### config.mk
export PLATFORM = sky130hd
export DESIGN_NAME = nnfm_ctrl
export DESIGN_NICKNAME = d
export VERILOG_FILES = /design/src/sv/nnfm_pkg.sv /design/src/sv/nnfm_ctrl.sv
export SDC_FILE = /design/constraint.sdc
export NUM_CORES = 1
export LEC_CHECK = 0
export ABC_AREA = 1
export BUFFER_PORTS_ARGS = -buffer_cell sky130_fd_sc_hd__buf_2
export CORE_MARGIN = 2
export CORE_UTILIZATION = 44
export DETAILED_ROUTE_END_ITERATION = 10
export PLACE_DENSITY = 0.7
export SLEW_MARGIN = 30
export SYNTH_ARGS = -nofsm -noshare
export SYNTH_HDL_FRONTEND = slang
export SYNTH_SLANG_ARGS = --single-unit
### constraint.sdc
create_clock -name clk_i -period 4.2 [get_ports clk_i]
set_clock_uncertainty 0.15 [all_clocks]
set_input_delay 0.84 -clock clk_i [delete_from_list [all_inputs] [get_ports clk_i]]
set_output_delay 0.84 -clock clk_i [all_outputs]
set_load 0.03 [all_outputs]
### src/sv/nnfm_pkg.sv
package nnfm_pkg;

  // default sizes handed to the top level parameters
  localparam int unsigned DEF_MAX_FACES  = 64;
  localparam int unsigned DEF_MAX_COEFFS = 64;
  localparam int unsigned DEF_COEFF_BITS = 20;

  // fixed field widths
  localparam int unsigned FACE_IDX_W  = 6;
  localparam int unsigned COEFF_IDX_W = 6;
  localparam int unsigned LABEL_W     = 16;
  localparam int unsigned DIST_W      = 31;
  localparam int unsigned CNT_W       = 7;
  localparam int unsigned CFG_W       = 31;
  localparam int unsigned CFG_IDX_W   = 2;
  localparam int unsigned FUNC_W      = 2;

  localparam logic [DIST_W-1:0] DIST_MAX = 31'h7FFF_FFFF;

  // configuration register indexes
  localparam logic [CFG_IDX_W-1:0] CFG_FACE_COUNT      = 2'd0;
  localparam logic [CFG_IDX_W-1:0] CFG_COEFF_COUNT     = 2'd1;
  localparam logic [CFG_IDX_W-1:0] CFG_MATCH_THRESHOLD = 2'd2;

  // register reset values
  localparam logic [CNT_W-1:0]  RST_FACE_COUNT      = 7'd64;
  localparam logic [CNT_W-1:0]  RST_COEFF_COUNT     = 7'd64;
  localparam logic [CFG_W-1:0]  RST_MATCH_THRESHOLD = 31'd10000000;

  // item function codes
  localparam logic [FUNC_W-1:0] FUNC_LOAD_COEFF = 2'd0;
  localparam logic [FUNC_W-1:0] FUNC_LOAD_LABEL = 2'd1;
  localparam logic [FUNC_W-1:0] FUNC_QUERY      = 2'd2;

  typedef enum logic [2:0] {
    ST_IDLE,
    ST_RUN,
    ST_WAIT,
    ST_LABEL,
    ST_HOLD
  } ctrl_state_e;

  typedef struct packed {
    logic issue;
    logic first_coeff;
    logic last_coeff;
    logic last_face;
    logic label_rd;
    logic out_load;
  } dp_cmd_t;

  typedef struct packed {
    logic best_done;
    logic out_free;
  } dp_status_t;

endpackage

### src/sv/nnfm_ctrl.sv
module nnfm_ctrl import nnfm_pkg::*; #(
  parameter int unsigned MAX_FACES  = DEF_MAX_FACES,
  parameter int unsigned MAX_COEFFS = DEF_MAX_COEFFS,
  localparam int unsigned FACE_W = (MAX_FACES > 1) ? $clog2(MAX_FACES) : 1,
  localparam int unsigned CI_W   = (MAX_COEFFS > 1) ? $clog2(MAX_COEFFS) : 1
) (
  input  logic              clk_i,
  input  logic              rst_ni,
  input  logic              in_valid_i,
  output logic              in_ready_o,
  input  logic [FUNC_W-1:0] func_i,
  input  logic              last_i,
  input  logic [CNT_W-1:0]  face_count_i,
  input  logic [CNT_W-1:0]  coeff_count_i,
  input  dp_status_t        status_i,
  output dp_cmd_t           cmd_o,
  output logic [FACE_W-1:0] face_o,
  output logic [CI_W-1:0]   coeff_o
);

  localparam int unsigned NF_W = ($clog2(MAX_FACES + 1) > CNT_W) ?
                                 $clog2(MAX_FACES + 1) : CNT_W;
  localparam int unsigned NC_W = ($clog2(MAX_COEFFS + 1) > CNT_W) ?
                                 $clog2(MAX_COEFFS + 1) : CNT_W;

  ctrl_state_e       state_q, state_d;
  logic [FACE_W-1:0] face_q, face_d;
  logic [CI_W-1:0]   coeff_q, coeff_d;
  logic [NF_W-1:0]   fc_ext, nf;
  logic [NC_W-1:0]   cc_ext, nc;
  logic              last_face, last_coeff;

  // effective counts: zero acts as one, large values clamp to the store size
  always_comb begin
    fc_ext = NF_W'(face_count_i);
    cc_ext = NC_W'(coeff_count_i);
    if (fc_ext == '0) begin
      nf = NF_W'(1);
    end else if (fc_ext > NF_W'(MAX_FACES)) begin
      nf = NF_W'(MAX_FACES);
    end else begin
      nf = fc_ext;
    end
    if (cc_ext == '0) begin
      nc = NC_W'(1);
    end else if (cc_ext > NC_W'(MAX_COEFFS)) begin
      nc = NC_W'(MAX_COEFFS);
    end else begin
      nc = cc_ext;
    end
  end

  assign last_face  = (NF_W'(face_q) + NF_W'(1)) == nf;
  assign last_coeff = (NC_W'(coeff_q) + NC_W'(1)) == nc;

  // next state
  always_comb begin
    state_d = state_q;
    unique case (state_q)
      ST_IDLE: begin
        if (in_valid_i && (func_i == FUNC_QUERY) && last_i) begin
          state_d = ST_RUN;
        end
      end
      ST_RUN: begin
        if (last_coeff && last_face) begin
          state_d = ST_WAIT;
        end
      end
      ST_WAIT: begin
        if (status_i.best_done) begin
          state_d = ST_LABEL;
        end
      end
      ST_LABEL: begin
        state_d = ST_HOLD;
      end
      ST_HOLD: begin
        if (status_i.out_free) begin
          state_d = ST_IDLE;
        end
      end
      default: begin
        state_d = ST_IDLE;
      end
    endcase
  end

  // outputs
  always_comb begin
    in_ready_o        = (state_q == ST_IDLE);
    cmd_o.issue       = (state_q == ST_RUN);
    cmd_o.first_coeff = (coeff_q == '0);
    cmd_o.last_coeff  = last_coeff;
    cmd_o.last_face   = last_face;
    cmd_o.label_rd    = (state_q == ST_LABEL);
    cmd_o.out_load    = (state_q == ST_HOLD) && status_i.out_free;
  end

  // face and coefficient walk
  always_comb begin
    face_d  = face_q;
    coeff_d = coeff_q;
    if (state_q == ST_IDLE) begin
      face_d  = '0;
      coeff_d = '0;
    end else if (state_q == ST_RUN) begin
      if (last_coeff) begin
        coeff_d = '0;
        face_d  = face_q + FACE_W'(1);
      end else begin
        coeff_d = coeff_q + CI_W'(1);
      end
    end
  end

  assign face_o  = face_q;
  assign coeff_o = coeff_q;

  always_ff @(posedge clk_i or negedge rst_ni) begin
    if (!rst_ni) begin
      state_q <= ST_IDLE;
      face_q  <= '0;
      coeff_q <= '0;
    end else begin
      state_q <= state_d;
      face_q  <= face_d;
      coeff_q <= coeff_d;
    end
  end

endmodule

==> qor_table.md, run 1 <==
| Group | Metric | Reported |
|---|---|---|
| die | Die Span X | 58.4 um |
| pwr | Switch share | 51.6% |
| die | Die area | 3410 um^2 |
| final layout | Diodes inserted | 0 |
| synth | Arithmetic-cell share of the synthesized area counting full adders, half adders and majority gates | 2.88% |
| die | Die Span Y | 58.4 um |
| critical path | CP Capture Type | output port |
| placed design | Count of input and output buffers | 40 |
| synth | Netlist Area Pre-Place | 1300 um^2 |
| final layout | Utilization after layout | 55.9% |
| global routing | Global-route wire length before repair | 5110 um |
| detailed routing | Vias post-DR | 1432 |
| clock tree | Number of buffers added by the clock tree synthesis step | 3 |
| clock tree | Post-CTS setup repair buffer count | 0 |
| sta | TNS Setup | 0 ns |
| final layout | Highest-count cells in the layout ignoring fill and taps | sky130_fd_sc_hd__nand2_1, sky130_fd_sc_hd__buf_2, sky130_fd_sc_hd__inv_1 |
| placed design | RD Place Congestion | 0.878 |
| detailed routing | Detail Route Antenna Nets | 0 |
| detailed routing | Detail-routed via count per cell | 4.96 |
| critical path | Worst setup path class | reg -> out |
| clock tree | Total number of H-tree levels | 1 |
| synth | Instance count of the mapped netlist | 216 |
| final layout | Ratio of cells with drive above 1 in the final layout | 19.8% |
| sta | Crit share post-route | 71.6% |
| placed design | Post-DP HPWL | 2480 um |
| clock tree | Cts-stage hold buffer count | 0 |
| run status | Status | finished clean |
| pwr | Power per cell area | 424 nW/um^2 |
| clock tree | Root Buffer Master | sky130_fd_sc_hd__clkbuf_4 |
| min path | Hold Path Class | in -> async |
| final layout | Final-stage net count | 284 |
| pwr | Combinational share of power | 57.7% |
| final layout | Total non-filler cell area in the finished layout | 1550 um^2 |
| detailed routing | DRC violation count after routing | 0 |
| critical path | Critical path peak fanout | 6 |
| pwr | Static Leakage | 0.915 nW |
| final layout | Post-synthesis to final-layout area growth | 19.3% |
| pwr | Clock share of power | 12.6% |
| clock tree | TritonCTS Sinks | 15 |
| synth | Dominant combinational cell family by area after synthesis | simple AND/OR/NAND/NOR gates |
| sta | Time the worst path needs with I/O delays and setup | 3.01 ns |
| clock tree | CTS tree | done |
| sta | Final setup violation count | 0 |
| sta | Setup ws final | 1.19 ns |
| critical path | Data arrival time at the worst-slack endpoint | 2.02 ns |
| pwr | Power share of the sequential group | 29.7% |
| global routing | Antenna violations before repair | 0 |
| synth | Netlist cell types | 22 |
| sta | Final Hold Vio Count | 0 |
| die | Core Rows | 19 |
| sta | Final Max Tran Viols | 0 |
| synth | Number of storage elements in the synthesis netlist | 15 |
| global routing | Total GRT Usage | 19.1% |
| clock tree | Gates resized, CTS repair | 0 |
| detailed routing | Number of design-rule violations left by the first detailed-router iteration | 62 |
| synth | Sequential-to-total area share from yosys stat | 28.8% |
| detailed routing | Routed Wire Length | 3080 um |
| clock tree | Clock-pin slew of the registers on the worst-case setup and hold paths | 0.09 ns |
| global routing | Largest net degree at the start of global routing | 16 |
| synth | Synthesized area per cell | 6.03 um^2 |
| critical path | Type of origin of the critical path | flop |
| final layout | Count of filler cells inserted in the layout | 299 |
| sta | Unrepaired setup endpoints after global routing | no |
| detailed routing | TritonRoute pass-1 iters | 4 |
| detailed routing | Routed length per placed instance | 10.7 um |
| synth | XOR/XNOR Fraction of Synth Area | 2.02% |
| sta | Max frequency | 0.332 GHz |
| die | Starting utilization of the core area | 46.8% |
| placed design | Post-Place Worst Slack | 1.19 ns |
| pwr | Highest ir drop seen on vdd | 0.372 mV |
| final layout | Most common library cell in the layout ignoring fill and taps | sky130_fd_sc_hd__nand2_1 |
| global routing | Via count of the first global-routing pass | 1235 |
| synth | Share of synthesized area spent on multiplexers | 0% |
| synth | Post-Synth Simple-Gate Area | 49.0% |
| critical path | Data required time at the worst endpoint | 3.21 ns |
| pwr | Internal power | 0.319 mW |
| flow run | Max_cap viols | 0 |
| placed design | Post-placement cell area | 1530 um^2 |
| pwr | Switching power summed over all nets | 0.340 mW |
| synth | Total nets after synthesis | 241 |
| die | Top-Level Pins | 41 |
| sta | Transition time of the tightest slew-check pin | 0.415 ns |
| global routing | Total global routing overflow | 0 |
| clock tree | Max clock buf depth | 2 |
| synth | Compound-gate portion of the synthesized area | 5.19% |
| synth | Yosys synthesis warning count | 0 |
| clock tree | Insertion delay of the later-clocked pin in the worst-skew pair | 0.29 ns |
| die | Core box area | 2780 um^2 |
| sta | Slew Limit Headroom | 72.2% |
[cells in the mapped netlist, drive strengths merged]
cell type  number  share of area, %
nor3            2              0.77
ha              3               2.9
nand3b          4               2.3
o22ai           4               1.9
nand4           5               2.4
inv            38                11
a21oi           1              0.38
or2             1              0.48
xor2            3               2.0
nand3          30                12
nand2          79                23
nor2           21               7.6
dfrtp          15                29
a41oi           1              0.67
nor4            2              0.96
o21ai           5               2.2
buf             2               1.2
[registers in the layout (all words and copies together), names as in the netlist]
signal and flops:
coeff_o 6, state_q 3, face_o 6
[final timing paths]
| check | from | end | slack (ns) | cells past startpoint |
|---|---|---|---|---|
| min in group clk_i | face_o[4]$_DFFE_PN0P_ | face_o[4]$_DFFE_PN0P_ | 0.42 | 2 |
| max in group asynchronous | rst_ni | face_o[2]$_DFFE_PN0P_ | 3.36 | 1 |
| min reg2reg | face_o[4]$_DFFE_PN0P_ | face_o[4]$_DFFE_PN0P_ | 0.42 | 2 |
| max reg2reg | coeff_o[0]$_DFFE_PN0P_ | face_o[3]$_DFFE_PN0P_ | 2.03 | 11 |
| min | rst_ni | coeff_o[2]$_DFFE_PN0P_ | 0.29 | 1 |
| max | coeff_o[0]$_DFFE_PN0P_ | cmd_o[3] | 1.19 | 9 |
[power by group through the flow]
stage | clock network (mW) | logic, mW | registers [mW]
6_report | 0.0829 | 0.381 | 0.196
5_1_grt | 0.0950 | 0.428 | 0.200
4_1_cts | 0.0888 | 0.384 | 0.196
3_5_place_dp | 0 | 0.384 | 0.199
3_3_place_gp | 0 | 0.383 | 0.198
2_1_floorplan | 0 | 0.259 | 0.221
[worst max-delay path: stages, from the launching register on]
cell and delay, ns:
sky130_fd_sc_hd__dfrtp_1 0.42, sky130_fd_sc_hd__inv_1 0.13, sky130_fd_sc_hd__ha_1 0.30, sky130_fd_sc_hd__inv_1 0.06, sky130_fd_sc_hd__xor2_1 0.15, sky130_fd_sc_hd__nand3b_1 0.15, sky130_fd_sc_hd__nor2_1 0.12, sky130_fd_sc_hd__nand2_2 0.14
sky130_fd_sc_hd__inv_1 0.07, sky130_fd_sc_hd__buf_2 0.19
[kinds of logic after synthesis]
kind of cell | after synthesis
DFF | 15
adders and majority gates | 3
AOI/OAI and AO/OA | 11
xor gates and xnor gates | 3
buffers and inverters | 40
and+or+nand+nor | 144
[final cells by class]
type	count	area [um^2]	area share (%)
multi-input combinational	161	769	49.5
sequential	15	375	24.2
timing repair buffer	40	200	12.9
inverter	38	143	9.18
tap	31	38.8	2.50
clock buffer	3	22.5	1.45
clock inverter	1	5.00	0.322
[per-stage QoR]
stage	instances	hold slack, ns	total power [mW]
finish	289	0.292	0.659
global placement	285	0.385	0.581
detailed placement	285	0.401	0.582
CTS	289	0.284	0.669
floorplan	216	0.390	0.480
global route	289	0.293	0.723
[metal layers]
layer / up-vias / wire length, um / global-route usage (%)
met5: - / 0 / 0
met4: 0 / 25 / 6.31
met3: 4 / 132 / 3.30
met2: 27 / 1350 / 29.4
met1: 627 / 1570 / 27.2
li1: 774 / - / -
(Power assumes the default switching activity.)
==> inputs of run 2 (changes only) <==
Settings changed: PLACE_DENSITY 0.7 to 0.73.
Clock period 4.2 ns to 2.6 ns, I/O delays scaled along.
==> qor_table.md, run 2 (synthesis results as in run 1) <==
| Group | Metric | Reported |
|---|---|---|
| run status | Status | finished clean |
| sta | Setup ws final | 0.105 ns |
| clock tree | TritonCTS Sinks | 15 |
| min path | Hold Path Class | in -> reg |
| detailed routing | Routed Wire Length | 3480 um |
| detailed routing | Number of design-rule violations left by the first detailed-router iteration | 80 |
| clock tree | Total number of H-tree levels | 1 |
| clock tree | Root Buffer Master | sky130_fd_sc_hd__clkbuf_4 |
| pwr | Final total power | 1.13 mW |
| critical path | Critical path peak fanout | 4 |
| flow run | Max_cap viols | 0 |
| global routing | Total GRT Usage | 20.3% |
| final layout | Ratio of cells with drive above 1 in the final layout | 26.2% |
| critical path | CP Capture Type | output port |
| sta | Final setup violation count | 0 |
| clock tree | Clock-pin slew of the registers on the worst-case setup and hold paths | 0.09 ns |
| pwr | Highest ir drop seen on vdd | 0.620 mV |
| final layout | Area of the multi-input gates | 810 um^2 |
| pwr | Power per cell area | 676 nW/um^2 |
| clock tree | CTS tree | done |
| detailed routing | Detail-routed via count per cell | 5.05 |
| sta | Max frequency | 0.401 GHz |
| placed design | Post-Place Worst Slack | 0.237 ns |
| detailed routing | TritonRoute pass-1 iters | 4 |
| sta | Final Max Tran Viols | 0 |
| detailed routing | DRC violation count after routing | 0 |
| final layout | Highest-count cells in the layout ignoring fill and taps | sky130_fd_sc_hd__nand2_1, sky130_fd_sc_hd__buf_2, sky130_fd_sc_hd__inv_1 |
| final layout | Final instance count without filler cells | 298 |
| final layout | Post-synthesis to final-layout area growth | 28.1% |
| die | Die Span X | 58.4 um |
| clock tree | Number of buffers added by the clock tree synthesis step | 3 |
| critical path | Worst setup path class | reg -> out |
| pwr | Static Leakage | 0.951 nW |
| critical path | Data required time at the worst endpoint | 1.93 ns |
| placed design | Post-placement cell area | 1530 um^2 |
| sta | Crit share post-route | 96.0% |
| final layout | Total non-filler cell area in the finished layout | 1670 um^2 |
| sta | Time the worst path needs with I/O delays and setup | 2.50 ns |
| die | Starting utilization of the core area | 46.8% |
| sta | Final Hold Vio Count | 0 |
| placed design | Post-DP HPWL | 2560 um |
| placed design | Cell Count Post-Placement | 285 |
| global routing | Total global routing overflow | 0 |
| placed design | RD Place Congestion | 0.896 |
| critical path | Data arrival time at the worst-slack endpoint | 1.83 ns |
| final layout | FF/Latch Area | 377 um^2 |
| die | Core box area | 2780 um^2 |
| placed design | Count of input and output buffers | 40 |
| die | Top-Level Pins | 41 |
| die | Die area | 3410 um^2 |
| final layout | Utilization after layout | 60.0% |
| critical path | Type of origin of the critical path | flop |
| global routing | Global-route wire length before repair | 5390 um |
| global routing | Largest net degree at the start of global routing | 16 |
| clock tree | Max clock buf depth | 2 |
| die | Core Rows | 19 |
| detailed routing | Vias post-DR | 1504 |
| die | Die Span Y | 58.4 um |
| sta | Slew Limit Headroom | 72.1% |
| final layout | Most common library cell in the layout ignoring fill and taps | sky130_fd_sc_hd__nand2_1 |
| global routing | Via count of the first global-routing pass | 1296 |
| final layout | Count of filler cells inserted in the layout | 282 |
| global routing | Antenna violations before repair | 0 |
| final layout | Diodes inserted | 0 |
| sta | Transition time of the tightest slew-check pin | 0.418 ns |
| final layout | Final-stage net count | 293 |
| clock tree | Insertion delay of the later-clocked pin in the worst-skew pair | 0.28 ns |
| detailed routing | Routed length per placed instance | 11.7 um |
| detailed routing | Detail Route Antenna Nets | 0 |
run 2: cell types whose count changed in the layout (fill, tap and decap cells not counted), sizes merged:
cell	previous run	this run
dlygate4sd3	0	1
clkbuf	3	5
clkinv	1	0
buf	40	47
run 2: path summary, 6_finish.rpt:
check,end,slack (ns),start,depth (start not counted)
max,cmd_o[3],0.10,coeff_o[0]$_DFFE_PN0P_,12
min,state_q[1]$_DFFE_PN0P_,0.33,status_i[1],4
max reg2reg,face_o[2]$_DFFE_PN0P_,0.42,coeff_o[0]$_DFFE_PN0P_,15
min reg2reg,face_o[4]$_DFFE_PN0P_,0.42,face_o[4]$_DFFE_PN0P_,2
max in group asynchronous,face_o[0]$_DFFE_PN0P_,1.44,rst_ni,2
min in group asynchronous,coeff_o[5]$_DFFE_PN0P_,0.58,rst_ni,2
run 2: through the flow:
step / setup TNS, ns / hold slack, ns
floorplan: 0 / 0.0744
global placement: 0 / 0.296
detailed placement: 0 / 0.294
CTS: 0 / 0.336
global route: -0.0566 / 0.345
finish: 0 / 0.334
run 2: final cells by class:
type / instances / share of cell area [%]
flip-flops and latches: 15 / 22.6
well taps: 31 / 2.32
inverters: 38 / 8.55
repair buffers: 49 / 16.5
multi-input cells: 161 / 48.5
clock buffers: 4 / 1.57
run 2: metal layers:
layer	vias up	global-route usage, %	part of all wire [%]
li1	789	-	-
met1	668	28.3	48
met2	41	32.7	46
met3	6	2.20	4.3
met4	0	6.98	1.5
met5	-	0	0
run 2: what timing repair did:
item,CTS,global route
endpoints found under the setup margin,2,2
hold buffers,1,0
resized for setup,2,14
pin swaps,1,1
gates cloned,0,0
setup buffers,4,4
endpoints found under the hold margin,15,0
run 2: critical path, stage by stage (launching register included):
cell and delay, ns:
sky130_fd_sc_hd__dfrtp_1 0.43, sky130_fd_sc_hd__ha_2 0.22, sky130_fd_sc_hd__nand2_2 0.08, sky130_fd_sc_hd__o21ai_2 0.17
sky130_fd_sc_hd__nand2_2 0.08, sky130_fd_sc_hd__nand2_1 0.06, sky130_fd_sc_hd__nand2_1 0.04, sky130_fd_sc_hd__inv_1 0.04
sky130_fd_sc_hd__nand2_1 0.05, sky130_fd_sc_hd__nor2_2 0.10, sky130_fd_sc_hd__nand2_2 0.08, sky130_fd_sc_hd__inv_1 0.06
sky130_fd_sc_hd__buf_4 0.15
run 2: power breakdown:
part           total, mW  switching, mW  internal (mW)
registers          0.319         0.0469          0.272
logic              0.674          0.453          0.221
clock network      0.134         0.0744         0.0595
==> inputs of run 3 (changes only) <==
Settings changed: ABC_CLOCK_PERIOD_IN_PS set to 2600, CTS_BUF_LIST set to sky130_fd_sc_hd__clkbuf_16.
==> qor_table.md, run 3 (synthesis results as in run 1) <==
| Group | Metric | Reported |
|---|---|---|
| pwr | Highest ir drop seen on vdd | 0.689 mV |
| critical path | Type of origin of the critical path | flop |
| critical path | Worst setup path class | reg -> out |
| critical path | Worst reg-to-reg setup slack | 0.35 ns |
| final layout | FF/Latch Area | 378 um^2 |
| clock tree | Root Buffer Master | sky130_fd_sc_hd__clkbuf_16 |
| placed design | Post-DP HPWL | 2560 um |
| clock tree | Max clock buf depth | 2 |
| sta | Crit share post-route | 96.7% |
| critical path | R2r worst-path depth | 15 |
| detailed routing | Detail Route Antenna Nets | 0 |
| critical path | Worst path max stage delay | 0.40 ns |
| placed design | RD Place Congestion | 0.896 |
| clock tree | Total number of H-tree levels | 1 |
| global routing | Antenna violations before repair | 0 |
| sta | Transition time of the tightest slew-check pin | 0.436 ns |
| die | Die Span X | 58.4 um |
| flow run | Max_cap viols | 0 |
| critical path | R2r endpoint | face_o[3]$_DFFE_PN0P_ |
| sta | Time the worst path needs with I/O delays and setup | 2.51 ns |
| global routing | Via count of the first global-routing pass | 1283 |
| pwr | Final total power | 1.28 mW |
| final layout | Final-stage net count | 293 |
| critical path | Highest-delay cell along the critical path | sky130_fd_sc_hd__dfrtp_1 |
| sta | Final Hold Vio Count | 0 |
| clock tree | Clock-pin slew of the registers on the worst-case setup and hold paths | 0.05 ns |
| placed design | Post-placement cell area | 1530 um^2 |
| detailed routing | Vias post-DR | 1499 |
| sta | Slew Limit Headroom | 70.8% |
| placed design | Count of input and output buffers | 40 |
| detailed routing | Number of design-rule violations left by the first detailed-router iteration | 72 |
| sta | Max frequency | 0.398 GHz |
| final layout | Most common library cell in the layout ignoring fill and taps | sky130_fd_sc_hd__nand2_1 |
| critical path | CP dominant cell by count | sky130_fd_sc_hd__nand2_1 |
| critical path | Data required time at the worst endpoint | 1.93 ns |
| critical path | Critical path cell sequence | ha_2 > nand2_2 > o21ai_2 > nand2_2 > nand2_1 > nand2_1 > inv_1 > nand2_1 > nor2_2 > nand2_4 > inv_2 > buf_6 |
| critical path | Critical path peak fanout | 5 |
| final layout | Highest-count cells in the layout ignoring fill and taps | sky130_fd_sc_hd__nand2_1, sky130_fd_sc_hd__buf_2, sky130_fd_sc_hd__inv_1 |
| die | Starting utilization of the core area | 46.8% |
| pwr | Power per cell area | 744 nW/um^2 |
| die | Top-Level Pins | 41 |
| final layout | Post-synthesis to final-layout area growth | 31.8% |
| detailed routing | Routed length per placed instance | 11.7 um |
| final layout | Ratio of cells with drive above 1 in the final layout | 25.8% |
| clock tree | Insertion delay of the later-clocked pin in the worst-skew pair | 0.24 ns |
| global routing | Global-route wire length before repair | 5330 um |
| final layout | Area of the multi-input gates | 805 um^2 |
| critical path | Reg2reg start | coeff_o[1]$_DFFE_PN0P_ |
| critical path | Data arrival time at the worst-slack endpoint | 1.84 ns |
| die | Core box area | 2780 um^2 |
| pwr | Static Leakage | 0.982 nW |
| global routing | Largest net degree at the start of global routing | 16 |
| final layout | Diodes inserted | 0 |
| detailed routing | TritonRoute pass-1 iters | 5 |
| sta | Final setup violation count | 0 |
| clock tree | CTS tree | done |
| critical path | CP Capture Type | output port |
| die | Die Span Y | 58.4 um |
| global routing | Total global routing overflow | 0 |
| min path | Hold Path Class | in -> async |
| die | Core Rows | 19 |
| clock tree | TritonCTS Sinks | 15 |
| detailed routing | Detail-routed via count per cell | 5.03 |
| sta | Final Max Tran Viols | 0 |
| detailed routing | Routed Wire Length | 3480 um |
| detailed routing | DRC violation count after routing | 0 |
| final layout | Count of filler cells inserted in the layout | 278 |
| die | Die area | 3410 um^2 |
| final layout | Total non-filler cell area in the finished layout | 1720 um^2 |
| clock tree | Number of buffers added by the clock tree synthesis step | 3 |
| run status | Status | finished clean |
| global routing | Total GRT Usage | 20.1% |
## run 3: layout make-up
type | count | area share [%]
Timing Repair Buffer | 49 | 16.0
Inverter | 38 | 8.31
Sequential cell | 15 | 22.0
Clock buffer | 3 | 4.37
Multi-Input combinational cell | 161 | 46.9
Tap cell | 31 | 2.26
Clock inverter | 1 | 0.219
## run 3: worst max path at each step
stage                           to                   start  cells past startpoint  slack [ns]
final                     cmd_o[3]  coeff_o[1]$_DFFE_PN0P_                     12        0.09
after CTS                 cmd_o[3]  coeff_o[0]$_DFFE_PN0P_                     13       0.005
after global routing      cmd_o[3]  coeff_o[1]$_DFFE_PN0P_                     12       -0.03
after global placement    cmd_o[3]        coeff_count_i[6]                      9        0.22
after detailed placement  cmd_o[3]        coeff_count_i[6]                      9        0.24
after floorplan           cmd_o[3]  coeff_o[0]$_DFFE_PN0P_                      9        0.20
## run 3: stage by stage
stage / cells / utilization (%) / hold WS [ns] / TNS, ns / setup WS (ns)
finish: 298 / 61.7 / 0.0324 / 0 / 0.0866
global route: 298 / 61.7 / 0.0481 / -0.0301 / -0.0301
CTS: 289 / 57.8 / 0.0381 / 0 / 0.00504
detailed placement: 285 / 54.9 / 0.294 / 0 / 0.237
global placement: 285 / 54.9 / 0.296 / 0 / 0.216
floorplan: 216 / - / 0.0744 / 0 / 0.199
## run 3: repair_timing
action	in CTS	in global routing
pin swaps	0	5
endpoints found under the setup margin	1	2
resized for setup	1	13
setup buffers	0	9
hold buffers	0	0
## run 3: layer usage
metal | up-vias | GRT usage, % | part of all wire, %
met5 | - | 0 | 0
met4 | 0 | 7.31 | 1.4
met3 | 6 | 2.86 | 5.4
met2 | 46 | 31.8 | 45
met1 | 663 | 28.0 | 48
li1 | 784 | - | -
## run 3: power breakdown
| group | switching, mW | total (mW) | internal (mW) | leakage (nW) |
|---|---|---|---|---|
| logic | 0.448 | 0.660 | 0.212 | 0.739 |
| registers | 0.0479 | 0.321 | 0.274 | 0.201 |
| clock network | 0.0920 | 0.296 | 0.204 | 0.0423 |
| total | 0.587 | 1.28 | 0.690 | 0.982 |
## run 3: critical path: cells and delay by family (launching register included)
| family | cells | cell delay, ns |
|---|---|---|
| AND/OR/NAND/NOR | 7 | 0.56 |
| flip-flops | 1 | 0.40 |
| adder cells (fa/ha/maj) | 1 | 0.22 |
| buffers and inverters | 3 | 0.22 |
| AO/OA/AOI/OAI | 1 | 0.19 |
